## src/design/triangle_scanline_span_walker_top_assert.svh

```systemverilog
// assertion helpers used by the span walker controller
`ifndef TRIANGLE_SCANLINE_SPAN_WALKER_TOP_ASSERT_SVH
`define TRIANGLE_SCANLINE_SPAN_WALKER_TOP_ASSERT_SVH

// plain property checked on every rising clock edge outside reset
`define TSW_ASSERT(lbl, clk, rst, prop, msg) \
   lbl: assert property (@(posedge clk) disable iff (rst) (prop)) else $error(msg);

// same-cycle implication
`define TSW_ASSERT_IMP(lbl, clk, rst, ante, cons, msg) \
   lbl: assert property (@(posedge clk) disable iff (rst) (ante) |-> (cons)) else $error(msg);

// next-cycle implication
`define TSW_ASSERT_NXT(lbl, clk, rst, ante, cons, msg) \
   lbl: assert property (@(posedge clk) disable iff (rst) (ante) |=> (cons)) else $error(msg);

`endif

```

## src/design/tsw_pkg.sv

```systemverilog
`default_nettype none
package tsw_pkg;

   localparam int LINE_W = 10;
   localparam int X_W    = 11;
   localparam int X_MAX  = 2047;
   localparam int CSR_IDX_W = 2;

   localparam logic [CSR_IDX_W-1:0] REG_ACTIVE_LINES = 2'd0;
   localparam logic [CSR_IDX_W-1:0] REG_LEFT_LIMIT   = 2'd1;
   localparam logic [CSR_IDX_W-1:0] REG_RIGHT_LIMIT  = 2'd2;

   localparam logic [LINE_W-1:0] ACTIVE_RESET = 10'd480;
   localparam logic [X_W-1:0]    LEFT_RESET   = 11'd224;
   localparam logic [X_W-1:0]    RIGHT_RESET  = 11'd1085;

   typedef enum logic [1:0] {
      PH_DONE   = 2'd0,
      PH_TOP    = 2'd1,
      PH_BOTTOM = 2'd2
   } phase_type;

   typedef enum logic [1:0] {
      DIV_TWO = 2'd0,
      DIV_TOP = 2'd1,
      DIV_BOT = 2'd2
   } div_kind_type;

   typedef enum logic [3:0] {
      S_IDLE   = 4'd0,
      S_LOAD   = 4'd1,
      S_DIV    = 4'd2,
      S_ENTER  = 4'd3,
      S_ENTER2 = 4'd4,
      S_SETTLE = 4'd5,
      S_ADD    = 4'd6,
      S_SPAN   = 4'd7,
      S_CLAMP  = 4'd8,
      S_OUT    = 4'd9
   } state_type;

   typedef struct packed {
      logic         load;
      logic         clear_out;
      logic         div_start;
      logic         div_store;
      div_kind_type div_kind;
      logic         enter;
      logic         enter_add;
      logic         enter_bottom;
      logic         step_add;
      logic         span_calc;
      logic         span_out;
      logic         set_finish;
      logic         finish_val;
   } cmd_type;

   typedef struct packed {
      logic flat_total;
      logic flat_top;
      logic flat_bot;
      logic div_done;
      logic need_next;
   } status_type;

endpackage
`default_nettype wire

```

## src/design/tsw_div.sv

```systemverilog
`default_nettype none
module tsw_div #(
   parameter int COORD_BITS = 12,
   parameter int FRAC_BITS  = 16
) (
   input  wire logic                                  clock,
   input  wire logic                                  reset,
   input  wire logic                                  start,
   input  wire logic signed [COORD_BITS:0]            dx,
   input  wire logic signed [COORD_BITS:0]            dy,
   output logic                                       done,
   output logic signed [COORD_BITS+FRAC_BITS:0]       quot
);
   localparam int NUM_W = COORD_BITS + FRAC_BITS;
   localparam int REM_W = COORD_BITS + 2;
   localparam int CNT_W = $clog2(NUM_W + 1);

   logic [NUM_W-1:0] num_ff, num_in;
   logic [NUM_W-1:0] q_ff, q_in;
   logic [REM_W-1:0] rem_ff, rem_in;
   logic [REM_W-1:0] den_ff, den_in;
   logic [CNT_W-1:0] cnt_ff, cnt_in;
   logic             busy_ff, busy_in;
   logic             done_ff, done_in;
   logic             neg_ff, neg_in;
   logic [COORD_BITS:0] dx_mag;
   logic [REM_W-1:0] rem_sh;

   always_comb begin
      dx_mag  = dx[COORD_BITS] ? COORD_BITS'(0) - dx : dx;
      rem_sh  = {rem_ff[REM_W-2:0], num_ff[NUM_W-1]};
      num_in  = num_ff;
      q_in    = q_ff;
      rem_in  = rem_ff;
      den_in  = den_ff;
      cnt_in  = cnt_ff;
      busy_in = busy_ff;
      done_in = 1'b0;
      neg_in  = neg_ff;
      if (start) begin
         num_in  = {dx_mag[COORD_BITS-1:0], {FRAC_BITS{1'b0}}};
         rem_in  = '0;
         q_in    = '0;
         den_in  = {1'b0, dy};
         neg_in  = dx[COORD_BITS];
         cnt_in  = CNT_W'(NUM_W);
         busy_in = 1'b1;
      end else if (busy_ff) begin
         num_in = {num_ff[NUM_W-2:0], 1'b0};
         if (rem_sh >= den_ff) begin
            rem_in = rem_sh - den_ff;
            q_in   = {q_ff[NUM_W-2:0], 1'b1};
         end else begin
            rem_in = rem_sh;
            q_in   = {q_ff[NUM_W-2:0], 1'b0};
         end
         cnt_in = cnt_ff - 1'b1;
         if (cnt_ff == CNT_W'(1)) begin
            busy_in = 1'b0;
            done_in = 1'b1;
         end
      end
   end

   always_ff @(posedge clock) begin
      num_ff <= num_in;
      q_ff   <= q_in;
      rem_ff <= rem_in;
      den_ff <= den_in;
      neg_ff <= neg_in;
      cnt_ff <= cnt_in;
      if (reset) begin
         busy_ff <= 1'b0;
         done_ff <= 1'b0;
      end else begin
         busy_ff <= busy_in;
         done_ff <= done_in;
      end
   end

   assign done = done_ff;
   // magnitude quotient with sign restored gives truncation toward zero
   assign quot = neg_ff ? (NUM_W+1)'(0) - {1'b0, q_ff} : {1'b0, q_ff};
endmodule
`default_nettype wire

```

## src/design/tsw_dp.sv

```systemverilog
`default_nettype none
module tsw_dp #(
   parameter int COORD_BITS = 12,
   parameter int FRAC_BITS  = 16
) (
   input  wire logic                          clock,
   input  wire logic                          reset,
   input  wire tsw_pkg::cmd_type              cmd,
   output tsw_pkg::status_type                status,
   input  wire logic signed [COORD_BITS-1:0]  ax,
   input  wire logic signed [COORD_BITS-1:0]  ay,
   input  wire logic signed [COORD_BITS-1:0]  bx,
   input  wire logic signed [COORD_BITS-1:0]  by,
   input  wire logic signed [COORD_BITS-1:0]  cx,
   input  wire logic signed [COORD_BITS-1:0]  cy,
   input  wire logic [tsw_pkg::LINE_W-1:0]    active_lines,
   input  wire logic [tsw_pkg::X_W-1:0]       left_limit,
   input  wire logic [tsw_pkg::X_W-1:0]       right_limit,
   output logic                               span_valid,
   output logic [tsw_pkg::LINE_W-1:0]         line,
   output logic [tsw_pkg::X_W-1:0]            start_x,
   output logic                               has_end,
   output logic [tsw_pkg::X_W-1:0]            end_x,
   output logic                               finished
);
   localparam int C       = COORD_BITS;
   localparam int F       = FRAC_BITS;
   localparam int DIFF_W  = C + 1;
   localparam int SLOPE_W = C + F + 1;
   localparam int MUL_W   = C + 2;
   localparam int ACC_W   = SLOPE_W + MUL_W;
   localparam int INT_W   = ACC_W - F;
   localparam int LN_W    = C + 1;
   localparam int XW      = tsw_pkg::X_W;

   logic signed [C-1:0]       vtx_ff [6];
   logic signed [C-1:0]       srt [6];
   logic signed [C-1:0]       tx, ty;
   logic signed [ACC_W-1:0]   acc1_ff, acc2_ff;
   logic signed [SLOPE_W-1:0] slope1_ff, slope2_ff;
   logic signed [ACC_W-1:0]   prod1_ff, prod2_ff;
   logic signed [LN_W-1:0]    line_ff, seg_ff;
   logic                      swap_ff;
   logic signed [INT_W-1:0]   l_ff, r_ff;
   logic                      o_valid_ff, o_end_ff, o_fin_ff;
   logic [tsw_pkg::LINE_W-1:0] o_line_ff;
   logic [XW-1:0]             o_sx_ff, o_ex_ff;

   tsw_pkg::div_kind_type     op_kind;
   logic signed [DIFF_W-1:0]  div_dx, div_dy;
   logic                      div_done;
   logic signed [SLOPE_W-1:0] div_q;

   logic signed [LN_W-1:0]    ybase, yend, act_ext;
   logic signed [MUL_W-1:0]   mult;
   logic signed [ACC_W-1:0]   acc_l, acc_r;
   logic signed [INT_W-1:0]   l_int, r_int, left_ext, right_ext, sx_w, ex_w;
   logic signed [INT_W:0]     span_w;

   function automatic logic signed [ACC_W-1:0] to_fixed(input logic signed [C-1:0] v);
      return {{(ACC_W-C-F){v[C-1]}}, v, {F{1'b0}}};
   endfunction

   function automatic logic signed [INT_W-1:0] int_part(input logic signed [ACC_W-1:0] v);
      logic signed [ACC_W-1:0] b;
      b = v + (v[ACC_W-1] ? ACC_W'((1 << F) - 1) : ACC_W'(0));
      return b[ACC_W-1:F];
   endfunction

   function automatic logic signed [DIFF_W-1:0] diff(input logic signed [C-1:0] a,
                                                   input logic signed [C-1:0] b);
      return DIFF_W'(a) - DIFF_W'(b);
   endfunction

   // three stable compare-swaps on y
   always_comb begin
      tx = '0;
      ty = '0;
      srt[0] = ax; srt[1] = ay; srt[2] = bx; srt[3] = by; srt[4] = cx; srt[5] = cy;
      if (srt[3] < srt[1]) begin
         tx = srt[0]; ty = srt[1];
         srt[0] = srt[2]; srt[1] = srt[3]; srt[2] = tx; srt[3] = ty;
      end
      if (srt[5] < srt[3]) begin
         tx = srt[2]; ty = srt[3];
         srt[2] = srt[4]; srt[3] = srt[5]; srt[4] = tx; srt[5] = ty;
      end
      if (srt[3] < srt[1]) begin
         tx = srt[0]; ty = srt[1];
         srt[0] = srt[2]; srt[1] = srt[3]; srt[2] = tx; srt[3] = ty;
      end
   end

   always_comb begin
      // the top edge division starts in the cycle the long edge slope is stored
      op_kind = cmd.div_kind;
      if (cmd.div_store && cmd.div_kind == tsw_pkg::DIV_TWO) begin
         op_kind = tsw_pkg::DIV_TOP;
      end
      case (op_kind)
         tsw_pkg::DIV_TWO: begin
            div_dx = diff(vtx_ff[4], vtx_ff[0]);
            div_dy = diff(vtx_ff[5], vtx_ff[1]);
         end
         tsw_pkg::DIV_TOP: begin
            div_dx = diff(vtx_ff[2], vtx_ff[0]);
            div_dy = diff(vtx_ff[3], vtx_ff[1]);
         end
         default: begin
            div_dx = diff(vtx_ff[4], vtx_ff[2]);
            div_dy = diff(vtx_ff[5], vtx_ff[3]);
         end
      endcase
   end

   tsw_div #(.COORD_BITS(COORD_BITS), .FRAC_BITS(FRAC_BITS)) u_div (
      .clock (clock),
      .reset (reset),
      .start (cmd.div_start),
      .dx    (div_dx),
      .dy    (div_dy),
      .done  (div_done),
      .quot  (div_q)
   );

   // segment entry: skip lines above the screen, clip to active height
   always_comb begin
      ybase   = cmd.enter_bottom ? LN_W'(vtx_ff[3]) : LN_W'(vtx_ff[1]);
      yend    = cmd.enter_bottom ? LN_W'(vtx_ff[5]) : LN_W'(vtx_ff[3]);
      act_ext = LN_W'({1'b0, active_lines});
      mult    = '0;
      if (ybase < 0 && yend > 0) begin
         mult = MUL_W'(0) - MUL_W'(ybase);
      end else if (ybase < 0) begin
         mult = MUL_W'(yend) - MUL_W'(ybase);
      end
   end

   always_comb begin
      acc_l     = swap_ff ? acc2_ff : acc1_ff;
      acc_r     = swap_ff ? acc1_ff : acc2_ff;
      l_int     = int_part(acc_l);
      r_int     = int_part(acc_r);
      left_ext  = INT_W'({1'b0, left_limit});
      right_ext = INT_W'({1'b0, right_limit});
      sx_w      = (l_ff < left_ext) ? left_ext : l_ff;
      if (sx_w > INT_W'(tsw_pkg::X_MAX)) begin
         sx_w = INT_W'(tsw_pkg::X_MAX);
      end
      ex_w = (r_ff > right_ext) ? right_ext : r_ff;
      if (ex_w < 0) begin
         ex_w = '0;
      end
      span_w = (INT_W+1)'(r_ff) - (INT_W+1)'(l_ff);
   end

   always_ff @(posedge clock) begin
      if (cmd.load) begin
         for (int k = 0; k < 6; k++) begin
            vtx_ff[k] <= srt[k];
         end
      end
      if (cmd.div_store) begin
         if (cmd.div_kind == tsw_pkg::DIV_TWO) begin
            slope2_ff <= div_q;
            if (vtx_ff[3] == vtx_ff[1]) begin
               acc1_ff <= to_fixed(vtx_ff[2]);
            end else begin
               acc1_ff <= to_fixed(vtx_ff[0]);
            end
            acc2_ff <= to_fixed(vtx_ff[0]);
         end else begin
            slope1_ff <= div_q;
         end
      end
      if (cmd.enter) begin
         if (acc1_ff == acc2_ff) begin
            swap_ff <= slope1_ff > slope2_ff;
         end else begin
            swap_ff <= acc1_ff > acc2_ff;
         end
         prod1_ff <= mult * slope1_ff;
         prod2_ff <= mult * slope2_ff;
      end
      if (cmd.enter_add) begin
         acc1_ff <= acc1_ff + prod1_ff;
         acc2_ff <= acc2_ff + prod2_ff;
      end
      if (cmd.step_add) begin
         acc1_ff <= acc1_ff + ACC_W'(slope1_ff);
         acc2_ff <= acc2_ff + ACC_W'(slope2_ff);
      end
      if (cmd.span_calc) begin
         l_ff <= l_int;
         r_ff <= r_int;
      end
      if (cmd.clear_out) begin
         o_valid_ff <= 1'b0;
         o_line_ff  <= '0;
         o_sx_ff    <= '0;
         o_end_ff   <= 1'b0;
         o_ex_ff    <= '0;
      end
      if (cmd.span_out) begin
         o_valid_ff <= 1'b1;
         o_line_ff  <= line_ff[tsw_pkg::LINE_W-1:0];
         o_sx_ff    <= sx_w[XW-1:0];
         o_end_ff   <= span_w > 2;
         o_ex_ff    <= (span_w > 2) ? ex_w[XW-1:0] : '0;
      end
      if (cmd.set_finish) begin
         o_fin_ff <= cmd.finish_val;
      end
      if (reset) begin
         acc1_ff   <= '0;
         acc2_ff   <= '0;
         slope1_ff <= '0;
         slope2_ff <= '0;
         line_ff   <= '0;
         seg_ff    <= '0;
         swap_ff   <= 1'b0;
      end else if (cmd.load) begin
         line_ff <= '0;
         seg_ff  <= '0;
      end else if (cmd.enter) begin
         if (ybase < 0 && yend <= 0) begin
            line_ff <= '0;
            seg_ff  <= '0;
         end else begin
            line_ff <= (ybase < 0) ? LN_W'(0) : ybase;
            seg_ff  <= (yend > act_ext) ? act_ext : yend;
         end
      end else if (cmd.span_out) begin
         line_ff <= line_ff + 1'b1;
      end
   end

   always_comb begin
      status.flat_total = vtx_ff[5] == vtx_ff[1];
      status.flat_top   = vtx_ff[3] == vtx_ff[1];
      status.flat_bot   = vtx_ff[5] == vtx_ff[3];
      status.div_done   = div_done;
      status.need_next  = line_ff >= seg_ff;
   end

   assign span_valid = o_valid_ff;
   assign line       = o_line_ff;
   assign start_x    = o_sx_ff;
   assign has_end    = o_end_ff;
   assign end_x      = o_ex_ff;
   assign finished   = o_fin_ff;
endmodule
`default_nettype wire

```

## src/design/tsw_ctrl.sv

```systemverilog
`default_nettype none
`include "triangle_scanline_span_walker_top_assert.svh"
module tsw_ctrl (
   input  wire logic                 clock,
   input  wire logic                 reset,
   input  wire logic                 req_valid,
   input  wire logic                 req_action,
   output logic                      req_ready,
   output logic                      rsp_valid,
   input  wire logic                 rsp_ready,
   input  wire tsw_pkg::status_type  status,
   output tsw_pkg::cmd_type          cmd
);
   tsw_pkg::state_type    state_ff, state_in;
   tsw_pkg::phase_type    phase_ff, phase_in;
   tsw_pkg::div_kind_type kind_ff, kind_in;
   logic                  accept;
   logic                  in_add, ph_done;

   assign req_ready = state_ff == tsw_pkg::S_IDLE;
   assign rsp_valid = state_ff == tsw_pkg::S_OUT;
   assign accept    = req_valid && req_ready;
   assign in_add    = state_ff == tsw_pkg::S_ADD;
   assign ph_done   = phase_ff == tsw_pkg::PH_DONE;

   // next state
   always_comb begin
      state_in = state_ff;
      case (state_ff)
         tsw_pkg::S_IDLE: begin
            if (accept) begin
               if (!req_action) begin
                  state_in = tsw_pkg::S_LOAD;
               end else if (phase_ff == tsw_pkg::PH_DONE) begin
                  state_in = tsw_pkg::S_SETTLE;
               end else begin
                  state_in = tsw_pkg::S_ADD;
               end
            end
         end
         tsw_pkg::S_LOAD: begin
            state_in = status.flat_total ? tsw_pkg::S_SETTLE : tsw_pkg::S_DIV;
         end
         tsw_pkg::S_DIV: begin
            if (status.div_done) begin
               if (kind_ff != tsw_pkg::DIV_TWO) begin
                  state_in = tsw_pkg::S_ENTER;
               end else if (status.flat_top) begin
                  state_in = tsw_pkg::S_SETTLE;
               end
            end
         end
         tsw_pkg::S_ENTER:  state_in = tsw_pkg::S_ENTER2;
         tsw_pkg::S_ENTER2: state_in = tsw_pkg::S_SETTLE;
         tsw_pkg::S_SETTLE: begin
            if (phase_ff == tsw_pkg::PH_DONE || !status.need_next) begin
               state_in = tsw_pkg::S_OUT;
            end else if (phase_ff == tsw_pkg::PH_TOP && !status.flat_bot) begin
               state_in = tsw_pkg::S_DIV;
            end
         end
         tsw_pkg::S_ADD:   state_in = tsw_pkg::S_SPAN;
         tsw_pkg::S_SPAN:  state_in = tsw_pkg::S_CLAMP;
         tsw_pkg::S_CLAMP: state_in = tsw_pkg::S_SETTLE;
         tsw_pkg::S_OUT: begin
            if (rsp_ready) begin
               state_in = tsw_pkg::S_IDLE;
            end
         end
         default: state_in = tsw_pkg::S_IDLE;
      endcase
   end

   // outputs
   always_comb begin
      cmd          = '0;
      cmd.div_kind = kind_ff;
      phase_in     = phase_ff;
      kind_in      = kind_ff;
      case (state_ff)
         tsw_pkg::S_IDLE: begin
            cmd.load      = accept && !req_action;
            cmd.clear_out = accept;
         end
         tsw_pkg::S_LOAD: begin
            if (status.flat_total) begin
               phase_in = tsw_pkg::PH_DONE;
            end else begin
               cmd.div_start = 1'b1;
               cmd.div_kind  = tsw_pkg::DIV_TWO;
               kind_in       = tsw_pkg::DIV_TWO;
            end
         end
         tsw_pkg::S_DIV: begin
            if (status.div_done) begin
               cmd.div_store = 1'b1;
               case (kind_ff)
                  tsw_pkg::DIV_TWO: begin
                     phase_in = tsw_pkg::PH_TOP;
                     if (!status.flat_top) begin
                        cmd.div_start = 1'b1;
                        kind_in       = tsw_pkg::DIV_TOP;
                     end
                  end
                  tsw_pkg::DIV_BOT: phase_in = tsw_pkg::PH_BOTTOM;
                  default: ;
               endcase
            end
         end
         tsw_pkg::S_ENTER: begin
            cmd.enter        = 1'b1;
            cmd.enter_bottom = phase_ff == tsw_pkg::PH_BOTTOM;
         end
         tsw_pkg::S_ENTER2: cmd.enter_add = 1'b1;
         tsw_pkg::S_SETTLE: begin
            if (phase_ff == tsw_pkg::PH_DONE || !status.need_next) begin
               cmd.set_finish = 1'b1;
               cmd.finish_val = phase_ff == tsw_pkg::PH_DONE;
            end else if (phase_ff == tsw_pkg::PH_TOP && !status.flat_bot) begin
               cmd.div_start = 1'b1;
               cmd.div_kind  = tsw_pkg::DIV_BOT;
               kind_in       = tsw_pkg::DIV_BOT;
            end else begin
               phase_in = tsw_pkg::PH_DONE;
            end
         end
         tsw_pkg::S_ADD:   cmd.step_add  = 1'b1;
         tsw_pkg::S_SPAN:  cmd.span_calc = 1'b1;
         tsw_pkg::S_CLAMP: cmd.span_out  = 1'b1;
         default: ;
      endcase
   end

   always_ff @(posedge clock) begin
      if (reset) begin
         state_ff <= tsw_pkg::S_IDLE;
         phase_ff <= tsw_pkg::PH_DONE;
         kind_ff  <= tsw_pkg::DIV_TWO;
      end else begin
         state_ff <= state_in;
         phase_ff <= phase_in;
         kind_ff  <= kind_in;
      end
   end

   `TSW_ASSERT(a_one_side, clock, reset, !(req_ready && rsp_valid), "ready while pending")
   `TSW_ASSERT_IMP(a_step_live, clock, reset, in_add, !ph_done, "span step with no triangle")
   `TSW_ASSERT_NXT(a_div_restart, clock, reset, cmd.div_start, !status.div_done, "early done")
   `TSW_ASSERT_IMP(a_enter_live, clock, reset, cmd.enter, !ph_done, "segment entry while done")
endmodule
`default_nettype wire

```

## src/design/triangle_scanline_span_walker_top.sv

```systemverilog
// load: set by serial slope divisions, the long edge first, then the edges of the segments entered
// span step: add, span, clamp and settle states, plus a slope division when the bottom segment is entered
// one item at a time; next request is taken in the cycle after the result transfer
// reset: synchronous active high, no triangle loaded, limits at 480, 224 and 1085
`default_nettype none
module triangle_scanline_span_walker_top #(
   parameter int COORD_BITS = 12,
   parameter int FRAC_BITS  = 16
) (
   input  wire logic                                   clock,
   input  wire logic                                   reset,
   // request channel
   input  wire logic                                   req_tvalid,
   output logic                                        req_tready,
   // ax, ay, bx, by, cx, cy from the lowest bit up
   input  wire logic [((6*COORD_BITS+7)/8)*8-1:0]      req_tdata,
   // action: 0 load triangle, 1 next span
   input  wire logic                                   req_tuser,
   // response channel
   output logic                                        rsp_tvalid,
   input  wire logic                                   rsp_tready,
   // line, start_x, end_x from the lowest bit up
   output logic [31:0]                                 rsp_tdata,
   // span_valid, has_end from the lowest bit up
   output logic [1:0]                                  rsp_tuser,
   // finished
   output logic                                        rsp_tlast,
   // register write channel
   input  wire logic                                   csr_valid,
   output logic                                        csr_ready,
   input  wire logic [tsw_pkg::CSR_IDX_W-1:0]          csr_index,
   input  wire logic [tsw_pkg::X_W-1:0]                csr_data
);
   localparam int C = COORD_BITS;

   tsw_pkg::cmd_type    cmd;
   tsw_pkg::status_type status;

   logic [tsw_pkg::LINE_W-1:0] active_ff;
   logic [tsw_pkg::X_W-1:0]    left_ff, right_ff;

   logic                       span_valid, has_end, finished;
   logic [tsw_pkg::LINE_W-1:0] line;
   logic [tsw_pkg::X_W-1:0]    start_x, end_x;

   // registers are always writable; the user must write them only while idle, the block does not enforce it
   assign csr_ready = 1'b1;

   always_ff @(posedge clock) begin
      if (reset) begin
         active_ff <= tsw_pkg::ACTIVE_RESET;
         left_ff   <= tsw_pkg::LEFT_RESET;
         right_ff  <= tsw_pkg::RIGHT_RESET;
      end else if (csr_valid && csr_ready) begin
         case (csr_index)
            tsw_pkg::REG_ACTIVE_LINES: active_ff <= csr_data[tsw_pkg::LINE_W-1:0];
            tsw_pkg::REG_LEFT_LIMIT:   left_ff   <= csr_data;
            tsw_pkg::REG_RIGHT_LIMIT:  right_ff  <= csr_data;
            default: ;
         endcase
      end
   end

   // sequencer: load, divide, segment entry, span steps
   tsw_ctrl u_ctrl (
      .clock      (clock),
      .reset      (reset),
      .req_valid  (req_tvalid),
      .req_action (req_tuser),
      .req_ready  (req_tready),
      .rsp_valid  (rsp_tvalid),
      .rsp_ready  (rsp_tready),
      .status     (status),
      .cmd        (cmd)
   );

   // edge accumulators, slopes, clamping and the result register
   tsw_dp #(.COORD_BITS(COORD_BITS), .FRAC_BITS(FRAC_BITS)) u_dp (
      .clock        (clock),
      .reset        (reset),
      .cmd          (cmd),
      .status       (status),
      .ax           (req_tdata[0*C +: C]),
      .ay           (req_tdata[1*C +: C]),
      .bx           (req_tdata[2*C +: C]),
      .by           (req_tdata[3*C +: C]),
      .cx           (req_tdata[4*C +: C]),
      .cy           (req_tdata[5*C +: C]),
      .active_lines (active_ff),
      .left_limit   (left_ff),
      .right_limit  (right_ff),
      .span_valid   (span_valid),
      .line         (line),
      .start_x      (start_x),
      .has_end      (has_end),
      .end_x        (end_x),
      .finished     (finished)
   );

   assign rsp_tdata = {end_x, start_x, line};
   assign rsp_tuser = {has_end, span_valid};
   assign rsp_tlast = finished;
endmodule
`default_nettype wire

```

## config.mk

```make
export PLATFORM = sky130hd
export DESIGN_NAME = triangle_scanline_span_walker_top
export DESIGN_NICKNAME = d
export VERILOG_FILES = /design/src/design/tsw_pkg.sv /design/src/design/tsw_div.sv /design/src/design/tsw_dp.sv /design/src/design/tsw_ctrl.sv /design/src/design/triangle_scanline_span_walker_top.sv
export VERILOG_INCLUDE_DIRS = /design/src /design/src/design
export SDC_FILE = /design/constraint.sdc
export NUM_CORES = 2
export LEC_CHECK = 0
export BUFFER_PORTS_ARGS = -buffer_cell sky130_fd_sc_hd__buf_4
export CORE_MARGIN = 5
export CORE_UTILIZATION = 55
export DETAILED_ROUTE_END_ITERATION = 10
export PLACE_DENSITY = 0.71
export SETUP_SLACK_MARGIN = 0.05
export SYNTH_ARGS = -nofsm -noshare
export SYNTH_HDL_FRONTEND = slang
export SYNTH_HIERARCHICAL = 1
export SYNTH_SLANG_ARGS = --single-unit
```

## constraint.sdc

```tcl
create_clock -name clock -period 29.1 [get_ports clock]
set_input_delay 1.455 -clock clock [delete_from_list [all_inputs] [get_ports clock]]
set_output_delay 1.455 -clock clock [all_outputs]
set_load 0.02 [all_outputs]
```

==> results.yml <==
pwr:
  leakagePower_nw: 35.8
  seqPwrFrac_pct: 25.9
  switching_power_mw: 2.16
  comb_power_share_pct: 53.8
  power_switching_share_pct: 47.2
  power.total_mw: 4.58
  clkPwrFrac_pct: 20.3
  power.density_mw_per_mm2: 58.6
  intPower_mw: 2.42
  peakVddDrop_v: 0.0000654
clock_network:
  clk_pin_slew_ps: 60
  ctsHoldBuffers: 0
  cts-resized-gates: 0
  cts.htree.levels: 3
  clkLatencyLatePin_ps: 710
  numCtsBuffers: 68
  cts-root-buf: "clkbuf_16"
  post_cts_buffers: 0
  cts_buffer_depth: 3
  cts_tree: "built"
  cts_sinks: 531
cells_and_area:
  final_cells: 10100
  final_area_mm2: 0.0782
  area_growth_syn_to_layout_pct: 6.92
  utilization_pct: 59.3
  fin_nets: 9824
  n_fill_cell: 11500
  layout-drive-gt1-share_pct: 6.19
synthesis:
  netlist.area_leader.share_pct: 20.9
  synth_top_family_by_area: "adder cells"
  yosysTopAreaCell: "fa_1"
  synth-adder-area-share_pct: 32.2
  synth_xor_xnor_area_share_pct: 4.97
  synth_edf_count: 272
  yosys.area_share.simple_pct: 16.4
  synth_top_cells_by_count: "inv_1, nand2_1, fa_1, ha_1, a21oi_1"
  synth_compound_area_share_pct: 16.3
  syn_area_per_cell_um2: 8.67
  synthMuxAreaShare_pct: 4.09
  dominantRegCellSynth: "edfxtp_1"
  yosysMostFrequentCell: "inv_1"
  synth-seq-cells: 531
  ys_seq_area_share_pct: 18.3
  synth.distinct_cells: 120
  synthArstFlopShare_pct: 0
  syn-num-nets: 9950
  syn-cell-area_mm2: 0.0731
  ys_top_cells_by_area: "fa_1, ha_1, edfxtp_1, dfxtp_1, inv_1"
  yosys_warnings: 6
  netlist_instances: 8437
status:
  status: "finished, final reports clean"
job:
  drv_cap: 0
sta:
  finalCritPeriodShare_pct: 42.8
  setup_tns_ps: 0
  setup_viol: 0
  final_hold_viol_count: 0
  slew_headroom_pct: 14.9
  clock_skew_ps: 39.6
  clock.fmax_mhz: 80.2
  drv_slew: 0
  rsz0062_at_grt: "no"
  whs_ps: 452
  setup_slack_ps: 16640
  finalCriticalPeriod_ps: 12460
  worst_slew_pin_slew_ps: 1270
drt:
  vias: 62600
  routed_wl_mm: 229
  wl_per_cell_um: 22.6
  drt_iter0_drc: 5932
  ant_nets: 0
  drc_errors: 0
  dr.pass1.iters: 9
  via_per_inst: 6.18
floorplanning:
  ioPinCount: 129
  die_y_um: 375
  rows: 133
  coreArea_mm2: 0.132
  die_area_mm2: 0.140
  start_util_pct: 55.5
  die_width_um: 375
setup_path:
  worst_setup_path_end_kind: "flip-flop"
  r2r_start: "u_ctrl/state_ff[0]$_SDFFE_PP0P_"
  cpMaxStageDelayCell: "dfxtp_1"
  cp_common_cell: "fa_1"
  path_class: "reg2reg"
  crit_required_ps: 29540
  startpoint: "u_ctrl/state_ff[0]$_SDFFE_PP0P_"
  start_kind: "flip-flop"
  worst_path_largest_cell_delay_ps: 850
  cp_max_fo: 58
  worstPathArrival_ps: 12900
grt:
  gr-total-overflow: 0
  grt_max_degree: 177
  grt_usage_pct: 32.1
  antenna_found_initial: 7
  grt_pass1_wl_mm: 355
  grt_pass1_vias: 62500
placement:
  place_inst: 9996
  place_congestion: 0.981
  port_buffers: 127
  hpwl_mm: 175
  placed_area_mm2: 0.0757
  pre_cts_ws_ps: 16870
min_path:
  holdCritStartpoint: "u_dp/slope1_ff[9]$_SDFFE_PP0P_"
  hold_class: "reg2reg"
-- cells by family after synthesis --
family	count (synthesis)
adders and majority gates	1422
DFF	531
and+or+nand+nor	2484
muxes	295
other	1
buffers and inverters	1493
xor gates and xnor gates	414
AOI/OAI and AO/OA	1797
-- worst paths after layout --
kind                               endpoint  slack [ps]  depth (start not counted)
min          u_dp/slope1_ff[9]$_SDFFE_PP0P_         450                          2
min reg2reg  u_dp/slope1_ff[9]$_SDFFE_PP0P_         450                          2
max reg2reg     u_dp/prod2_ff[40]$_DFFE_PP_       16640                         38
max             u_dp/prod2_ff[40]$_DFFE_PP_       16640                         38
-- registers in the layout, summed over array words and instances (netlist names), 27 cells and up --
signal           flops
u_dp/vtx_ff         72
u_dp/acc1_ff        43
u_dp/acc2_ff        43
u_dp/prod1_ff       43
u_dp/prod2_ff       43
u_dp/slope1_ff      29
u_dp/slope2_ff      29
u_dp/u_div/q_ff     28
u_dp/l_ff           27
u_dp/r_ff           27
-- metal layers --
layer  GRT usage, %  share of wire, %  vias up
met5              0             0.011        -
met4           13.0               4.6        4
met3           7.86                11      567
met1           43.1                41    30500
met2           49.9                43     2920
li1               -                 -    28600
-- worst max-delay path, delay by kind of cell, from the launching register on --
kind / cells / cell delay, ps
AO/OA/AOI/OAI: 18 / 4980
adder cells (fa/ha/maj): 9 / 4070
AND/OR/NAND/NOR: 4 / 920
flip-flops: 1 / 850
buffers and inverters: 5 / 660
multiplexers: 1 / 500
XOR/XNOR: 1 / 160
-- final cells by class --
cell class,instances,area (µm²),area share (%)
multi-input combinational,6413,54400,69.6
sequential,531,13400,17.1
inverter,1068,4010,5.13
tap,1755,2200,2.81
clock buffer,82,1860,2.38
timing repair buffer,229,1740,2.22
clock inverter,44,622,0.795
antenna,6,15.0,0.0192
-- layout by cell type, fill, tap and decap left out, types with 224 or more instances in the layout --
cell	count
buf_4	227
edfxtp_1	272
a21oi_1	497
nor3_1	224
mux2i_1	263
nor2_1	419
nand2_1	902
fa_1	762
inv_1	1066
ha_1	659
dfxtp_1	257
o21ai_0	341
xnor2_1	281
-- power groups by stage --
stage | registers (mW) | clock network [mW] | logic [mW]
after floorplan | 1.09 | 0 | 1.76
after global placement | 1.19 | 0 | 2.36
after detailed placement | 1.19 | 0 | 2.41
after CTS | 1.17 | 0.950 | 2.42
after global routing | 1.19 | 0.979 | 2.68
final | 1.18 | 0.931 | 2.47
No activity file was read; power rests on OpenSTA's default activity.
